[config.mk]
export PLATFORM = sky130hd
export DESIGN_NAME = mecanum_wheel_mixer_unit
export DESIGN_NICKNAME = d
export VERILOG_FILES = /design/src/rtl/mwm_pkg.sv /design/src/rtl/mwm_square.sv /design/src/rtl/mwm_div.sv /design/src/rtl/mwm_scale.sv /design/src/rtl/mecanum_wheel_mixer_unit.sv
export VERILOG_INCLUDE_DIRS = /design/src /design/src/rtl
export SDC_FILE = /design/constraint.sdc
export NUM_CORES = 2
export LEC_CHECK = 0
export BUFFER_PORTS_ARGS = -buffer_cell sky130_fd_sc_hd__clkbuf_2
export CAP_MARGIN = 20
export CELL_PAD_IN_SITES_DETAIL_PLACEMENT = 2
export CELL_PAD_IN_SITES_GLOBAL_PLACEMENT = 2
export CORE_ASPECT_RATIO = 1.2
export CORE_MARGIN = 4
export CORE_UTILIZATION = 41
export CTS_CLUSTER_DIAMETER = 80
export DETAILED_ROUTE_END_ITERATION = 8
export PLACE_DENSITY = 0.76
export RECOVER_POWER = 100
export SETUP_SLACK_MARGIN = 0.3
export SLEW_MARGIN = 10
export SYNTH_ARGS = -nofsm -noshare
export SYNTH_HDL_FRONTEND = slang
export SYNTH_SLANG_ARGS = --single-unit
[constraint.sdc]
create_clock -name clk -period 14.5 [get_ports clk]
set_input_delay 0 -clock clk [delete_from_list [all_inputs] [get_ports clk]]
set_output_delay 0 -clock clk [all_outputs]
set_load 0.02 [all_outputs]
[src/rtl/mecanum_wheel_mixer_unit_macros.svh]
// Assertion macros shared by the mecanum wheel mixer RTL.
// Included by the files that carry concurrent checks; no other dependencies.
`ifndef MECANUM_WHEEL_MIXER_UNIT_MACROS_SVH
`define MECANUM_WHEEL_MIXER_UNIT_MACROS_SVH
`ifndef SYNTHESIS
// Same-cycle implication, disabled while reset is asserted.
`define MWM_ASSERT_IMP(lbl, ck, rn, ante, cons, msg) \
    lbl: assert property (@(posedge ck) disable iff (!rn) (ante) |-> (cons)) \
        else $error(msg);
// Next-cycle implication, disabled while reset is asserted.
`define MWM_ASSERT_NXT(lbl, ck, rn, ante, cons, msg) \
    lbl: assert property (@(posedge ck) disable iff (!rn) (ante) |=> (cons)) \
        else $error(msg);
`else
`define MWM_ASSERT_IMP(lbl, ck, rn, ante, cons, msg)
`define MWM_ASSERT_NXT(lbl, ck, rn, ante, cons, msg)
`endif
`endif

[src/rtl/mwm_pkg.sv]
// Package for the mecanum wheel mixer: field widths, step counts and the
// sequencer state type. No dependencies.
`default_nettype none

package mwm_pkg;

    localparam int AXIS_W     = 16;   // Q1.15 stick axis
    localparam int HUND_W     = 8;    // signed hundredths, -100..100
    localparam int WHEEL_W    = 10;   // signed wheel sum, -300..300
    localparam int MAG_W      = 9;    // wheel magnitude and divisor, 0..300
    localparam int QUOT_W     = 17;   // Q.16 fraction magnitude, 0..65536
    localparam int CMD_W      = 27;   // signed wheel command
    localparam int MAXOUT_W   = 10;
    localparam int PRESS_W    = 4;
    localparam int NUM_WHEELS = 4;
    localparam int NUM_AXES   = 3;

    localparam int IN_TDATA_W  = 48;
    localparam int IN_TUSER_W  = 2;
    localparam int OUT_TDATA_W = 112;
    localparam int OUT_TUSER_W = 1;

    localparam int SQ_STEPS  = 16;    // one multiplier bit per step
    localparam int DIV_STEPS = 17;    // one quotient bit per step
    localparam int SCL_STEPS = 10;    // one max_output bit per step

    localparam logic [MAG_W-1:0]    HUNDRED      = 9'd100;
    localparam logic [MAXOUT_W-1:0] MAXOUT_RESET = 10'd500;
    localparam logic [MAXOUT_W-1:0] UNIT_SCALE   = 10'd1;

    // Wheels 1 and 3 sit on the right side and are driven negated.
    localparam logic [NUM_WHEELS-1:0] RIGHT_WHEELS = 4'b1010;

    typedef enum logic [2:0] {
        ST_IDLE,
        ST_SQUARE,
        ST_MIX,
        ST_DIVIDE,
        ST_SCALE,
        ST_DONE
    } state_t;

endpackage

`default_nettype wire

[src/rtl/mwm_square.sv]
// Bit-serial signed squarer: stick axis to truncated hundredths.
// Depends on mwm_pkg.
`default_nettype none

module mwm_square
    import mwm_pkg::*;
(
    input  wire logic                     clk,
    input  wire logic                     rst_n,
    input  wire logic                     start,
    input  wire logic signed [AXIS_W-1:0] axis,
    output logic                          done,
    output logic signed [HUND_W-1:0]      hundredths
);

    localparam int A_W   = AXIS_W + 6;    // magnitude times 100
    localparam int S_W   = A_W + 1;
    localparam int CNT_W = $clog2(SQ_STEPS);

    logic               busy_reg, busy_next;
    logic               done_reg, done_next;
    logic [CNT_W-1:0]   cnt_reg, cnt_next;
    logic [A_W-1:0]     a_reg, a_next;
    logic [AXIS_W-1:0]  m_reg, m_next;
    logic [S_W-1:0]     s_reg, s_next;
    logic               neg_reg, neg_next;

    logic [AXIS_W:0]    ext;
    logic [AXIS_W:0]    neg_ext;
    logic [AXIS_W-1:0]  mag;
    logic [S_W-1:0]     sum;
    logic [HUND_W-1:0]  h8;

    // The magnitude of the most negative axis is 0x8000, which still fits.
    assign ext     = {axis[AXIS_W-1], axis};
    assign neg_ext = ~ext + 1'b1;
    assign mag     = axis[AXIS_W-1] ? neg_ext[AXIS_W-1:0] : axis;
    assign sum     = s_reg + (m_reg[0] ? {1'b0, a_reg} : '0);

    always_comb
    begin
        busy_next = busy_reg;
        done_next = 1'b0;
        cnt_next  = cnt_reg;
        a_next    = a_reg;
        m_next    = m_reg;
        s_next    = s_reg;
        neg_next  = neg_reg;
        if (start)
        begin
            busy_next = 1'b1;
            cnt_next  = '0;
            a_next    = A_W'({mag, 6'b0}) + A_W'({mag, 5'b0}) + A_W'({mag, 2'b0});
            m_next    = mag;
            s_next    = '0;
            neg_next  = axis[AXIS_W-1];
        end
        else if (busy_reg)
        begin
            // Right-shift accumulate: s holds the partial product over 2^step.
            s_next   = {1'b0, sum[S_W-1:1]};
            m_next   = {1'b0, m_reg[AXIS_W-1:1]};
            cnt_next = cnt_reg + 1'b1;
            if (cnt_reg == CNT_W'(SQ_STEPS - 1))
            begin
                busy_next = 1'b0;
                done_next = 1'b1;
            end
        end
    end

    always_ff @(posedge clk or negedge rst_n)
    begin
        if (!rst_n)
        begin
            busy_reg <= 1'b0;
            done_reg <= 1'b0;
            cnt_reg  <= '0;
        end
        else
        begin
            busy_reg <= busy_next;
            done_reg <= done_next;
            cnt_reg  <= cnt_next;
        end
    end

    always_ff @(posedge clk)
    begin
        a_reg   <= a_next;
        m_reg   <= m_next;
        s_reg   <= s_next;
        neg_reg <= neg_next;
    end

    // s now holds the product over 2^16; fourteen more bits give over 2^30.
    assign h8         = {1'b0, s_reg[20:14]};
    assign hundredths = neg_reg ? (HUND_W'(0) - h8) : h8;
    assign done       = done_reg;

endmodule

`default_nettype wire

[src/rtl/mwm_div.sv]
// Restoring radix-2 divider lane: wheel magnitude times 2^16 over the divisor.
// Depends on mwm_pkg and the assertion macro header.
`default_nettype none
`include "mecanum_wheel_mixer_unit_macros.svh"

module mwm_div
    import mwm_pkg::*;
(
    input  wire logic             clk,
    input  wire logic             rst_n,
    input  wire logic             start,
    input  wire logic [MAG_W-1:0] dividend,
    input  wire logic [MAG_W-1:0] divisor,
    output logic                  done,
    output logic [QUOT_W-1:0]     quotient
);

    localparam int CNT_W = $clog2(DIV_STEPS);

    logic               busy_reg, busy_next;
    logic               done_reg, done_next;
    logic [CNT_W-1:0]   cnt_reg, cnt_next;
    logic [MAG_W-1:0]   r_reg, r_next;
    logic [MAG_W-1:0]   d_reg, d_next;
    logic [QUOT_W-1:0]  q_reg, q_next;

    logic [MAG_W:0]     trial;
    logic [MAG_W:0]     diff;
    logic               ge;

    // The dividend never exceeds the divisor, so the first step compares it
    // unshifted and produces the integer bit of the fraction.
    assign trial = (cnt_reg == '0) ? {1'b0, r_reg} : {r_reg, 1'b0};
    assign ge    = trial >= {1'b0, d_reg};
    assign diff  = trial - {1'b0, d_reg};

    always_comb
    begin
        busy_next = busy_reg;
        done_next = 1'b0;
        cnt_next  = cnt_reg;
        r_next    = r_reg;
        d_next    = d_reg;
        q_next    = q_reg;
        if (start)
        begin
            busy_next = 1'b1;
            cnt_next  = '0;
            r_next    = dividend;
            d_next    = divisor;
            q_next    = '0;
        end
        else if (busy_reg)
        begin
            r_next   = ge ? diff[MAG_W-1:0] : trial[MAG_W-1:0];
            q_next   = {q_reg[QUOT_W-2:0], ge};
            cnt_next = cnt_reg + 1'b1;
            if (cnt_reg == CNT_W'(DIV_STEPS - 1))
            begin
                busy_next = 1'b0;
                done_next = 1'b1;
            end
        end
    end

    always_ff @(posedge clk or negedge rst_n)
    begin
        if (!rst_n)
        begin
            busy_reg <= 1'b0;
            done_reg <= 1'b0;
            cnt_reg  <= '0;
        end
        else
        begin
            busy_reg <= busy_next;
            done_reg <= done_next;
            cnt_reg  <= cnt_next;
        end
    end

    always_ff @(posedge clk)
    begin
        r_reg <= r_next;
        d_reg <= d_next;
        q_reg <= q_next;
    end

    assign done     = done_reg;
    assign quotient = q_reg;

    `MWM_ASSERT_IMP(a_div_start_idle, clk, rst_n, start, !busy_reg, "divider restarted while busy")

endmodule

`default_nettype wire

[src/rtl/mwm_scale.sv]
// Bit-serial scaler lane: fraction magnitude times the factor (max_output or unit scale), then the sign.
// Depends on mwm_pkg.
`default_nettype none

module mwm_scale
    import mwm_pkg::*;
(
    input  wire logic                clk,
    input  wire logic                rst_n,
    input  wire logic                start,
    input  wire logic [QUOT_W-1:0]   mag,
    input  wire logic [MAXOUT_W-1:0] factor,
    input  wire logic                negate,
    output logic                     done,
    output logic signed [CMD_W-1:0]  cmd
);

    localparam int CNT_W = $clog2(SCL_STEPS);

    logic                 busy_reg, busy_next;
    logic                 done_reg, done_next;
    logic [CNT_W-1:0]     cnt_reg, cnt_next;
    logic [QUOT_W-1:0]    m_reg, m_next;
    logic [MAXOUT_W-1:0]  f_reg, f_next;
    logic [QUOT_W-1:0]    s_reg, s_next;
    logic [MAXOUT_W-1:0]  lo_reg, lo_next;
    logic                 neg_reg, neg_next;

    logic [QUOT_W:0]      sum;
    logic [CMD_W-1:0]     prod;

    assign sum = {1'b0, s_reg} + (f_reg[0] ? {1'b0, m_reg} : '0);

    always_comb
    begin
        busy_next = busy_reg;
        done_next = 1'b0;
        cnt_next  = cnt_reg;
        m_next    = m_reg;
        f_next    = f_reg;
        s_next    = s_reg;
        lo_next   = lo_reg;
        neg_next  = neg_reg;
        if (start)
        begin
            busy_next = 1'b1;
            cnt_next  = '0;
            m_next    = mag;
            f_next    = factor;
            s_next    = '0;
            neg_next  = negate;
        end
        else if (busy_reg)
        begin
            // Low product bits leave the accumulator into lo as they settle.
            s_next   = sum[QUOT_W:1];
            lo_next  = {sum[0], lo_reg[MAXOUT_W-1:1]};
            f_next   = {1'b0, f_reg[MAXOUT_W-1:1]};
            cnt_next = cnt_reg + 1'b1;
            if (cnt_reg == CNT_W'(SCL_STEPS - 1))
            begin
                busy_next = 1'b0;
                done_next = 1'b1;
            end
        end
    end

    always_ff @(posedge clk or negedge rst_n)
    begin
        if (!rst_n)
        begin
            busy_reg <= 1'b0;
            done_reg <= 1'b0;
            cnt_reg  <= '0;
        end
        else
        begin
            busy_reg <= busy_next;
            done_reg <= done_next;
            cnt_reg  <= cnt_next;
        end
    end

    always_ff @(posedge clk)
    begin
        m_reg   <= m_next;
        f_reg   <= f_next;
        s_reg   <= s_next;
        lo_reg  <= lo_next;
        neg_reg <= neg_next;
    end

    assign prod = {s_reg, lo_reg};
    assign cmd  = neg_reg ? (CMD_W'(0) - prod) : prod;
    assign done = done_reg;

endmodule

`default_nettype wire

[src/rtl/mecanum_wheel_mixer_unit.sv]
// Mecanum wheel mixer top level: sequencer, button counter, output register.
// Depends on mwm_pkg, mwm_square, mwm_div, mwm_scale and the macro header.
//
//  Channel      Direction  Content
//  s_axis       in         tdata: three Q1.15 axes; tuser: button and slow flags
//  m_axis       out        tdata: four 27-bit wheel commands; tuser: open_loop
//  max_output   in         write enable and 10-bit data for the scale register
//
// A request is taken only while the sequencer is idle. It then passes through the
// three squarer lanes, the mixing state, the four divider lanes and the four
// scaler lanes, and the done state loads the result into the output register.
// The sequencer then returns to idle, so the next request is taken only after
// the last one has been loaded. The 17-step divider sets the longest phase.
// The output register keeps one finished result while the next request is
// already being processed; a stalled result holds the sequencer only at the final
// load. Reset clears the sequencer, the button counter, the fallback flag and the
// output valid, and sets max_output to 500.
`default_nettype none
`include "mecanum_wheel_mixer_unit_macros.svh"

module mecanum_wheel_mixer_unit
    import mwm_pkg::*;
#(
    parameter int PRESS_LIMIT = 10
)
(
    input  wire logic                   clk,
    input  wire logic                   rst_n,
    // Stick request. tdata from bit 0: strafe_axis[15:0], forward_axis[15:0],
    // rotate_axis[15:0].
    input  wire logic                   s_axis_tvalid,
    output logic                        s_axis_tready,
    input  wire logic [IN_TDATA_W-1:0]  s_axis_tdata,
    // tuser from bit 0: switch_pressed, slow_mode.
    input  wire logic [IN_TUSER_W-1:0]  s_axis_tuser,
    // Wheel result. tdata from bit 0: front_left_cmd[26:0], front_right_cmd[26:0],
    // back_left_cmd[26:0], back_right_cmd[26:0], four zero bits.
    output logic                        m_axis_tvalid,
    input  wire logic                   m_axis_tready,
    output logic [OUT_TDATA_W-1:0]      m_axis_tdata,
    // tuser from bit 0: open_loop.
    output logic [OUT_TUSER_W-1:0]      m_axis_tuser,
    // Scale register write.
    input  wire logic                   max_output_we,
    input  wire logic [MAXOUT_W-1:0]    max_output_wdata
);

    localparam logic [PRESS_W-1:0] PRESS_LIMIT_C = PRESS_W'(PRESS_LIMIT);

    state_t                 state_reg, state_next;
    logic [MAXOUT_W-1:0]    max_output_reg;
    logic [PRESS_W-1:0]     press_count_reg, press_count_next;
    logic                   fallback_reg, fallback_next;
    logic                   slow_reg, slow_next;
    logic [NUM_WHEELS-1:0]  wneg_reg, wneg_next;
    logic                   out_valid_reg, out_valid_next;
    logic [OUT_TDATA_W-1:0] out_data_reg, out_data_next;
    logic [OUT_TUSER_W-1:0] out_user_reg, out_user_next;

    // Sequencer strobes.
    logic                   accept;
    logic                   sq_start;
    logic                   div_start;
    logic                   scl_start;
    logic                   out_load;

    logic [NUM_AXES-1:0]    sq_done;
    logic [NUM_WHEELS-1:0]  div_done;
    logic [NUM_WHEELS-1:0]  scl_done;
    logic                   sq_all_done;
    logic                   div_all_done;
    logic                   scl_all_done;

    logic signed [AXIS_W-1:0]  axis_in [NUM_AXES];
    logic signed [HUND_W-1:0]  hund    [NUM_AXES];
    logic signed [WHEEL_W-1:0] wheel   [NUM_WHEELS];
    logic [WHEEL_W-1:0]        wabs    [NUM_WHEELS];
    logic [MAG_W-1:0]          wmag    [NUM_WHEELS];
    logic [MAG_W-1:0]          max_mag;
    logic [MAG_W-1:0]          divisor;
    logic [QUOT_W-1:0]         quot    [NUM_WHEELS];
    logic [QUOT_W-1:0]         frac    [NUM_WHEELS];
    logic signed [CMD_W-1:0]   cmd     [NUM_WHEELS];
    logic [MAXOUT_W-1:0]       factor;
    logic [PRESS_W-1:0]        press_inc;

    assign accept = s_axis_tvalid && s_axis_tready;

    assign axis_in[0] = s_axis_tdata[15:0];
    assign axis_in[1] = s_axis_tdata[31:16];
    assign axis_in[2] = s_axis_tdata[47:32];

    assign sq_all_done  = &sq_done;
    assign div_all_done = &div_done;
    assign scl_all_done = &scl_done;

    // ------------------------------------------------------------------
    // Sequencer
    // ------------------------------------------------------------------
    always_comb
    begin
        state_next = state_reg;
        unique case (state_reg)
            ST_IDLE:
            begin
                if (s_axis_tvalid)
                begin
                    state_next = ST_SQUARE;
                end
            end
            ST_SQUARE:
            begin
                if (sq_all_done)
                begin
                    state_next = ST_MIX;
                end
            end
            ST_MIX:
            begin
                state_next = ST_DIVIDE;
            end
            ST_DIVIDE:
            begin
                if (div_all_done)
                begin
                    state_next = ST_SCALE;
                end
            end
            ST_SCALE:
            begin
                if (scl_all_done)
                begin
                    state_next = ST_DONE;
                end
            end
            ST_DONE:
            begin
                if (!out_valid_reg || m_axis_tready)
                begin
                    state_next = ST_IDLE;
                end
            end
            default:
            begin
                state_next = ST_IDLE;
            end
        endcase
    end

    always_comb
    begin
        s_axis_tready = 1'b0;
        sq_start      = 1'b0;
        div_start     = 1'b0;
        scl_start     = 1'b0;
        out_load      = 1'b0;
        unique case (state_reg)
            ST_IDLE:
            begin
                s_axis_tready = 1'b1;
                sq_start      = s_axis_tvalid;
            end
            ST_SQUARE:
            begin
            end
            ST_MIX:
            begin
                div_start = 1'b1;
            end
            ST_DIVIDE:
            begin
                scl_start = div_all_done;
            end
            ST_SCALE:
            begin
            end
            ST_DONE:
            begin
                out_load = !out_valid_reg || m_axis_tready;
            end
            default:
            begin
            end
        endcase
    end

    // ------------------------------------------------------------------
    // Button counter and sticky fallback. Presses need not be consecutive;
    // reaching the limit clears the count and latches fallback for this
    // very request.
    // ------------------------------------------------------------------
    assign press_inc = s_axis_tuser[0] ? (press_count_reg + 1'b1) : press_count_reg;

    always_comb
    begin
        press_count_next = press_count_reg;
        fallback_next    = fallback_reg;
        slow_next        = slow_reg;
        if (accept)
        begin
            slow_next = s_axis_tuser[1];
            if (press_inc >= PRESS_LIMIT_C)
            begin
                press_count_next = '0;
                fallback_next    = 1'b1;
            end
            else
            begin
                press_count_next = press_inc;
            end
        end
    end

    // ------------------------------------------------------------------
    // Squarer lanes: one per axis.
    // ------------------------------------------------------------------
    for (genvar a = 0; a < NUM_AXES; a++)
    begin : g_square
        mwm_square u_square (
            .clk        (clk),
            .rst_n      (rst_n),
            .start      (sq_start),
            .axis       (axis_in[a]),
            .done       (sq_done[a]),
            .hundredths (hund[a])
        );
    end

    // ------------------------------------------------------------------
    // Mixing: wheel sums in hundredths, their magnitudes and the divisor.
    // The divisor is the largest magnitude when it exceeds one hundred.
    // ------------------------------------------------------------------
    always_comb
    begin
        logic signed [WHEEL_W-1:0] x;
        logic signed [WHEEL_W-1:0] y;
        logic signed [WHEEL_W-1:0] r;
        x = WHEEL_W'(hund[0]);
        y = WHEEL_W'(hund[1]);
        r = WHEEL_W'(hund[2]);
        wheel[0] = x - y + r;
        wheel[1] = -x - y - r;
        wheel[2] = -x - y + r;
        wheel[3] = x - y - r;
        max_mag  = '0;
        for (int i = 0; i < NUM_WHEELS; i++)
        begin
            wabs[i] = wheel[i][WHEEL_W-1] ? (WHEEL_W'(0) - wheel[i]) : wheel[i];
            wmag[i] = wabs[i][MAG_W-1:0];
            if (wmag[i] > max_mag)
            begin
                max_mag = wmag[i];
            end
        end
        divisor = (max_mag > HUNDRED) ? max_mag : HUNDRED;
    end

    always_comb
    begin
        wneg_next = wneg_reg;
        if (div_start)
        begin
            for (int i = 0; i < NUM_WHEELS; i++)
            begin
                wneg_next[i] = wheel[i][WHEEL_W-1] ^ RIGHT_WHEELS[i];
            end
        end
    end

    // ------------------------------------------------------------------
    // Divider and scaler lanes: one per wheel. Slow mode halves the
    // magnitude, which truncates toward zero once the sign is applied.
    // ------------------------------------------------------------------
    assign factor = fallback_reg ? UNIT_SCALE : max_output_reg;

    for (genvar w = 0; w < NUM_WHEELS; w++)
    begin : g_wheel
        mwm_div u_div (
            .clk      (clk),
            .rst_n    (rst_n),
            .start    (div_start),
            .dividend (wmag[w]),
            .divisor  (divisor),
            .done     (div_done[w]),
            .quotient (quot[w])
        );

        assign frac[w] = slow_reg ? {1'b0, quot[w][QUOT_W-1:1]} : quot[w];

        mwm_scale u_scale (
            .clk    (clk),
            .rst_n  (rst_n),
            .start  (scl_start),
            .mag    (frac[w]),
            .factor (factor),
            .negate (wneg_reg[w]),
            .done   (scl_done[w]),
            .cmd    (cmd[w])
        );
    end

    // ------------------------------------------------------------------
    // Output register
    // ------------------------------------------------------------------
    always_comb
    begin
        out_valid_next = out_valid_reg;
        out_data_next  = out_data_reg;
        out_user_next  = out_user_reg;
        if (out_load)
        begin
            out_valid_next = 1'b1;
            out_data_next  = {4'b0, cmd[3], cmd[2], cmd[1], cmd[0]};
            out_user_next  = fallback_reg;
        end
        else if (m_axis_tready)
        begin
            out_valid_next = 1'b0;
        end
    end

    assign m_axis_tvalid = out_valid_reg;
    assign m_axis_tdata  = out_data_reg;
    assign m_axis_tuser  = out_user_reg;

    // ------------------------------------------------------------------
    // Registers
    // ------------------------------------------------------------------
    always_ff @(posedge clk or negedge rst_n)
    begin
        if (!rst_n)
        begin
            state_reg       <= ST_IDLE;
            max_output_reg  <= MAXOUT_RESET;
            press_count_reg <= '0;
            fallback_reg    <= 1'b0;
            out_valid_reg   <= 1'b0;
        end
        else
        begin
            state_reg       <= state_next;
            press_count_reg <= press_count_next;
            fallback_reg    <= fallback_next;
            out_valid_reg   <= out_valid_next;
            if (max_output_we)
            begin
                max_output_reg <= max_output_wdata;
            end
        end
    end

    always_ff @(posedge clk)
    begin
        slow_reg     <= slow_next;
        wneg_reg     <= wneg_next;
        out_data_reg <= out_data_next;
        out_user_reg <= out_user_next;
    end

    `MWM_ASSERT_IMP(a_div_done_state, clk, rst_n, div_all_done, state_reg == ST_DIVIDE, "divider finished outside the divide phase")
    `MWM_ASSERT_IMP(a_scl_done_state, clk, rst_n, scl_all_done, state_reg == ST_SCALE, "scaler finished outside the scale phase")
    `MWM_ASSERT_NXT(a_fallback_sticky, clk, rst_n, fallback_reg, fallback_reg, "fallback flag cleared without reset")
    `MWM_ASSERT_IMP(a_press_below_limit, clk, rst_n, 1'b1, press_count_reg < PRESS_LIMIT_C, "button count reached the limit")

endmodule

`default_nettype wire
### Yosys cells after proc, flatten, opt, wreduce, memory -nomap -nowiden

Index checks and enable logic that the tools add are counted.

* bits in latches: 0
* logic and storage cells: 366
* RAM bits: 0
* output and inout bits: 115
* memories kept: 0
* memory bits (read-only): 0
* flip-flop bits (word level): 719
* input port bits: 65

* div/mod/pow operators: 0
* shifts and indexed selects: 0
* bitwise logic cells: 6
* multiplexer cells: 163
* $mul: 0
* equal/unequal tests: 21
* add/subtract/negate cells: 50
* magnitude comparators: 10
* reduce and logical (&&, ||, !) cells: 29

Operators with widths (number)
* 16-bit two-way mux: 13
* 9-bit two-way mux: 20
* 10-bit two-way mux: 13
* 27-bit two-way mux: 4
* 1-bit by 27-bit subtractor with 27-bit output, first input constant: 4
* 1-bit two-way mux: 73
* 17-bit by 18-bit adder with 18-bit output: 4
* 22-bit by 23-bit adder with 23-bit output: 3
* 17-bit two-way mux: 4
* 22-bit by 18-bit adder with 22-bit output: 3
* 22-bit by 21-bit adder with 22-bit output: 3
* 22-bit two-way mux: 3
* 4-bit two-way mux: 16
* 16-bit by 1-bit adder with 16-bit output, second input constant: 3
* 16-bit inverter: 3
* 10-bit by 9-bit greater-or-equal comparator with 1-bit output: 4
* 5-bit two-way mux: 8
* 1-bit by 9-bit subtractor with 9-bit output, first input constant: 4
* 9-bit subtractor: 4
* 4-bit by 1-bit adder with 4-bit output, second input constant: 8
* 4-bit equality test, second input constant: 7
* 9-bit > comparator: 3
* 8-bit two-way mux: 3
* 2-bit nonzero test: 12
* 28 further kinds: 57

### Logic depth before layout (Yosys ltp)

* depth in word-level cells: 15
* depth in mapped cells: 55
* gate-level depth less buffers: 52

### By module

Synthesis repeated with hierarchy kept, for this count alone.

* cell total of the unflattened synthesis: 4741
* area, all modules: 48213.7 um2

Modules (own cells, without submodules)
* mwm_scale: cells an instance 345, sequential area each 1631.6 um2, instances 4, area each 3622.2 um2
* mecanum_wheel_mixer_unit: cells an instance 919, sequential area each 3906.2 um2, instances 1, area each 9800.6 um2
* mwm_square at g_square[0].u_square: cells an instance 541, sequential area each 1661.6 um2, instances 1, area each 4943.5 um2
* mwm_square at g_square[1].u_square: cells an instance 538, sequential area each 1661.6 um2, instances 1, area each 4943.5 um2
* mwm_square at g_square[2].u_square: cells an instance 511, sequential area each 1661.6 um2, instances 1, area each 4818.4 um2
* mwm_div at g_wheel[2].u_div ...: cells an instance 215, sequential area each 1056.0 um2, instances 2, area each 2307.2 um2
* mwm_div at g_wheel[0].u_div ...: cells an instance 211, sequential area each 1056.0 um2, instances 2, area each 2302.2 um2

### Least setup slack after synthesis

OpenSTA, ideal clock, no wires.

* kind: register to register
* from: reg g_square[0].u_square.s_reg[14]
* to: reg g_wheel[3].u_div.d_reg[1], data pin
* buffers on the path: 3
* data arrival time: 10.400 ns
* setup slack: 3.844 ns
* data required time: 14.244 ns
* period minus slack after synthesis: 10.656 ns
* stages on the path, launching flop included: 49
* library setup time: 0.256 ns
* cells stage by stage: dfxtp_1 > inv_1 > ha_1 > nand2_1 > o21ai_0 > ha_1 > inv_1 > ha_1 > fa_1 > xor2_1 > ha_1 > buf_4 > nor2_2 > a21o_1 > or4_4 > a211oi_2 > xnor3_2 > inv_2 > (+13 left out) > nand3_1 > o21a_1 > o21a_1 > nor2_1 > a2111oi_0 > a211o_1 > o21bai_1 > ha_1 > nand3_1 > a21oi_1 > a221oi_1 > or2_1 > buf_1 > nand2_1 > or3_2 > a32o_1 > o311a_1 > o211a_1

* word-level cells in the longest chain between the ends: 15
* elaborated cells between the ends (all ways): 26
* classes of those cells: add/sub: 12; order compare: 5; mux: 9

Ends and longest elaborated chain
* start: declaration: RTL line mwm_square.sv:25 `logic [S_W-1:0] s_reg, s_next;`
* start signal: assignment: RTL line mwm_square.sv:92 `s_reg <= s_next;`
* 1-bit by 7-bit subtractor with 8-bit output: RTL line mwm_square.sv:98 `assign hundredths = neg_reg ? (HUND_W'(0) - h8) : h8;`
* 8-bit two-way mux *: RTL line mwm_square.sv:98
* 8-bit by 8-bit subtractor with 9-bit output: RTL line mecanum_wheel_mixer_unit.sv:241, mecanum_wheel_mixer_unit.sv:244
* 9-bit by 8-bit adder with 10-bit output: RTL line mecanum_wheel_mixer_unit.sv:241 `wheel[0] = x - y + r;`
* 1-bit by 9-bit subtractor with 9-bit output: RTL line mecanum_wheel_mixer_unit.sv:248 `wabs[i] = wheel[i][WHEEL_W-1] ? (WHEEL_W'(0) - wheel[i]) : wheel[i];`
* 9-bit two-way mux: RTL line mecanum_wheel_mixer_unit.sv:248
* 9-bit by 1-bit > comparator with 1-bit output: RTL line mecanum_wheel_mixer_unit.sv:250 `if (wmag[i] > max_mag)`
* 9-bit two-way mux: RTL line mecanum_wheel_mixer_unit.sv:250
* 9-bit > comparator: RTL line mecanum_wheel_mixer_unit.sv:250
* 9-bit two-way mux: RTL line mecanum_wheel_mixer_unit.sv:250
* 9-bit > comparator: RTL line mecanum_wheel_mixer_unit.sv:250
* 9-bit two-way mux: RTL line mecanum_wheel_mixer_unit.sv:250
* 9-bit > comparator: RTL line mecanum_wheel_mixer_unit.sv:250
* 9-bit two-way mux *: RTL line mecanum_wheel_mixer_unit.sv:250
* 9-bit by 7-bit > comparator with 1-bit output: RTL line mecanum_wheel_mixer_unit.sv:255 `divisor = (max_mag > HUNDRED) ? max_mag : HUNDRED;`
* end signal: assignment: RTL line mwm_div.sv:85 `d_reg <= d_next;`
* end: declaration: RTL line mwm_div.sv:24 `logic [MAG_W-1:0] d_reg, d_next;`

Every way passes the cells marked *; elsewhere a longest branch is shown, timed or not.
A chain may end at the register's enable or synchronous reset.

### Final worst setup path

Same ends and word-level chain as after synthesis.

==> qor.yml <==
critical_path:
  rrSetupSlack_ns: 1.32
  endpoint: "g_wheel[3].u_div.d_reg[1]"
  criticalPathCategory: "flop to flop"
  crit_path_frequent_cell: "ha_1"
  start_kind: "flop"
  cp.arrival_ns: 13.61
  regToRegStartpoint: "g_square[0].u_square.s_reg[14]"
  required_ns: 14.93
  critPathMaxFanout: 14
  r2r_cells: 45
  cpMaxStageDelayCell: "a221oi_1"
  slowest_delay_ns: 0.69
  critPathCaptureType: "flop"
  worstReg2RegEnd: "g_wheel[3].u_div.d_reg[1]"
  critPathLaunch: "g_square[0].u_square.s_reg[14]"
finish:
  largest_reg_flops: 108
  layout_common_cells: "edfxtp_1, nor2_1, nand2_1"
  layout-drive-gt1-share: 0.0744
  num-fill-cells: 11500
  final_common_cell: "edfxtp_1"
  area_delta_synth_final_pct: 12.8
  nets: 5173
global_routing:
  grt_overflow_total: 0
  grt_usage: 0.217
  grt_pass1_wl_um: 202000
  grt_max_degree: 92
  grt_pass1_vias: 37800
  antenna_found_initial: 8
placed_design:
  pre_cts_ws_ns: 2.02
  gp_congestion: 0.856
  post-dp-hpwl_um: 89800
  io_buffers: 175
route:
  drc: 0
  wl_per_cell_um: 20.2
  drtIter0Drc: 1361
  firstDrtPassIters: 7
  vias: 33900
  detail-route-antenna-nets: 0
  drt-total-wl_um: 125000
  viasPerCell: 5.48
logic_synthesis:
  syn_area_per_cell_um2: 9.93
  netlist_area_mm2: 0.0445
  synth_edf_count: 422
  yosysSeqAreaShare: 0.423
  yosys_warnings: 0
  synthArstFlopShare: 0.126
  ys_types: 98
  syn_inst: 4484
  ys_seq_elements: 707
  synthFlopType: "edfxtp_1"
power_and_ir_drop:
  p_sw_mw: 1.20
  comb_power_share: 0.101
  ir_drop_uv: 77.3
  power.density_mw_per_mm2: 95.0
  p_sw_frac: 0.251
  p_leak_nw: 19.9
  internal_power_mw: 3.58
  clkPwrFrac: 0.448
  p_seq_frac: 0.451
timing:
  finalHoldViolCount: 0
  setup_tns_ns: 0
  slew_headroom: -1.56
  setup_violations: 0
  layout_min_cycle_time_ns: 13.18
  fin_worst_skew_ns: 0.0456
  setup_slack_ns: 1.32
  finalCritPeriodShare: 0.909
  tightestPinTransition_ns: 3.85
  max_freq_ghz: 0.0759
  slew_viol_final: 901
  rsz0062_at_grt: "no"
floorplanning:
  chipWidth_um: 309
  dieHeight_um: 369
  ios: 180
  core_area_mm2: 0.108
  rows: 132
  start_util: 0.413
  die-area_mm2: 0.114
clock_network:
  cts_hold_buf: 82
  cts.reportedPaths.clkPinSlew_ns: 0.07
  cts_buffer_depth: 3
  cts_resized: 0
  cts_max_level: 3
  clock_latency_ns: 0.68
  cts_buffers: 82
  cts_root_buffer: "clkbuf_16"
  post_cts_buffers: 0
  clock_sinks: 707
  tritoncts: "yes"
outcome:
  violations: "max-capacitance violations, max-slew violations"
  run_status: "finished, violations left"
min_path:
  min_path_cells: 2
  hold_path.class: "input port to flop"
flow_run:
  cap_violations: 15
==> cell type report <==
class | count | area, um^2 | area share
Multi-Input combinational cell | 3335 | 24000 | 0.478
Inverter | 301 | 1130 | 0.0226
Clock buffer | 106 | 2310 | 0.0459
Antenna cell | 2 | 5.00 | 0.0000996
Tap cell | 1407 | 1760 | 0.0350
Sequential cell | 707 | 18800 | 0.375
Timing Repair Buffer | 288 | 1720 | 0.0343
Clock inverter | 48 | 497 | 0.00988
==> worst min-delay path by stage <==
stage / from / to / slack [ns]
after global routing: s_axis_tuser[1] / slow_reg / 0.22
after floorplan: rst_n / fallback_reg / -0.30
after detailed placement: rst_n / g_wheel[0].u_scale.busy_reg / 0.11
final: s_axis_tuser[1] / slow_reg / 0.24
after global placement: rst_n / g_wheel[0].u_scale.busy_reg / 0.11
after CTS: s_axis_tuser[1] / slow_reg / 0.08
==> per-layer routing <==
metal  GRT usage  share of wire
met2       0.411           0.53
met4      0.0695          0.025
met3      0.0236          0.028
met5           0              0
met1       0.256           0.42
==> kinds of logic after synthesis <==
kind of cell / count (synthesis) / synth area share
AOI/OAI and AO/OA: 898 / 0.130
xor gates and xnor gates: 387 / 0.0764
adders and majority gates: 396 / 0.121
buffers and inverters: 445 / 0.0383
DFF: 707 / 0.423
muxes: 269 / 0.0635
other: 1 / 0.0000842
and+or+nand+nor: 1381 / 0.149
==> cells in the mapped netlist, types with 22 or more instances <==
library cell  instances  share of area
a211oi_1             36         0.0061
a21boi_0             31         0.0052
a21o_1               81          0.014
a21oi_1             200          0.022
and2_1              139          0.020
and3_1               29         0.0041
clkbuf_1            116         0.0098
dfrtp_1              83          0.047
dfxtp_1             196          0.088
edfxtp_1            422           0.28
fa_1                 56          0.025
ha_1                337          0.095
inv_1               299          0.025
mux2_2              109          0.028
mux2i_1             160          0.036
nand2_1             373          0.031
nand2b_1             55         0.0077
nand3_1              59         0.0066
nand4_1              37         0.0052
nor2_1              418          0.035
nor2b_1              47         0.0066
nor3_1               65         0.0073
o21a_1               25         0.0042
o21ai_0             274          0.031
o21bai_1             31         0.0052
o31ai_1              49         0.0083
or2_2                22         0.0031
or3_1                47         0.0066
or4_1                24         0.0040
xnor2_1             249          0.049
xor2_1              137          0.027
==> through the flow <==
step / util / power (mW) / std cells / instance area [um^2] / hold WS, ns
finish: 0.466 / 4.77 / 6194 / 50300 / 0.242
CTS: 0.468 / 4.85 / 6192 / 50500 / 0.0765
detailed placement: 0.435 / 2.66 / 5956 / 46900 / 0.112
global placement: 0.435 / 2.63 / 5956 / 46900 / 0.109
global route: 0.466 / 5.00 / 6193 / 50300 / 0.219
floorplan: - / 2.53 / 4487 / 44600 / -0.296
==> power by group through the flow <==
stage,combinational [mW],sequential (mW),clock (mW)
finish,0.483,2.15,2.14
global placement,0.439,2.19,0
detailed placement,0.467,2.19,0
floorplan,0.343,2.19,0
CTS,0.491,2.15,2.21
global route,0.556,2.15,2.30
==> worst max-delay path: cells and delay by family (launching register included) <==
| kind | cells | cell delay, ns |
|---|---|---|
| xor gates and xnor gates | 3 | 0.87 |
| and+or+nand+nor | 15 | 4.67 |
| DFF | 1 | 0.41 |
| AOI/OAI and AO/OA | 14 | 4.10 |
| adders and majority gates | 7 | 2.19 |
| buffers and inverters | 6 | 0.65 |
No activity file was read; power rests on OpenSTA's default activity.
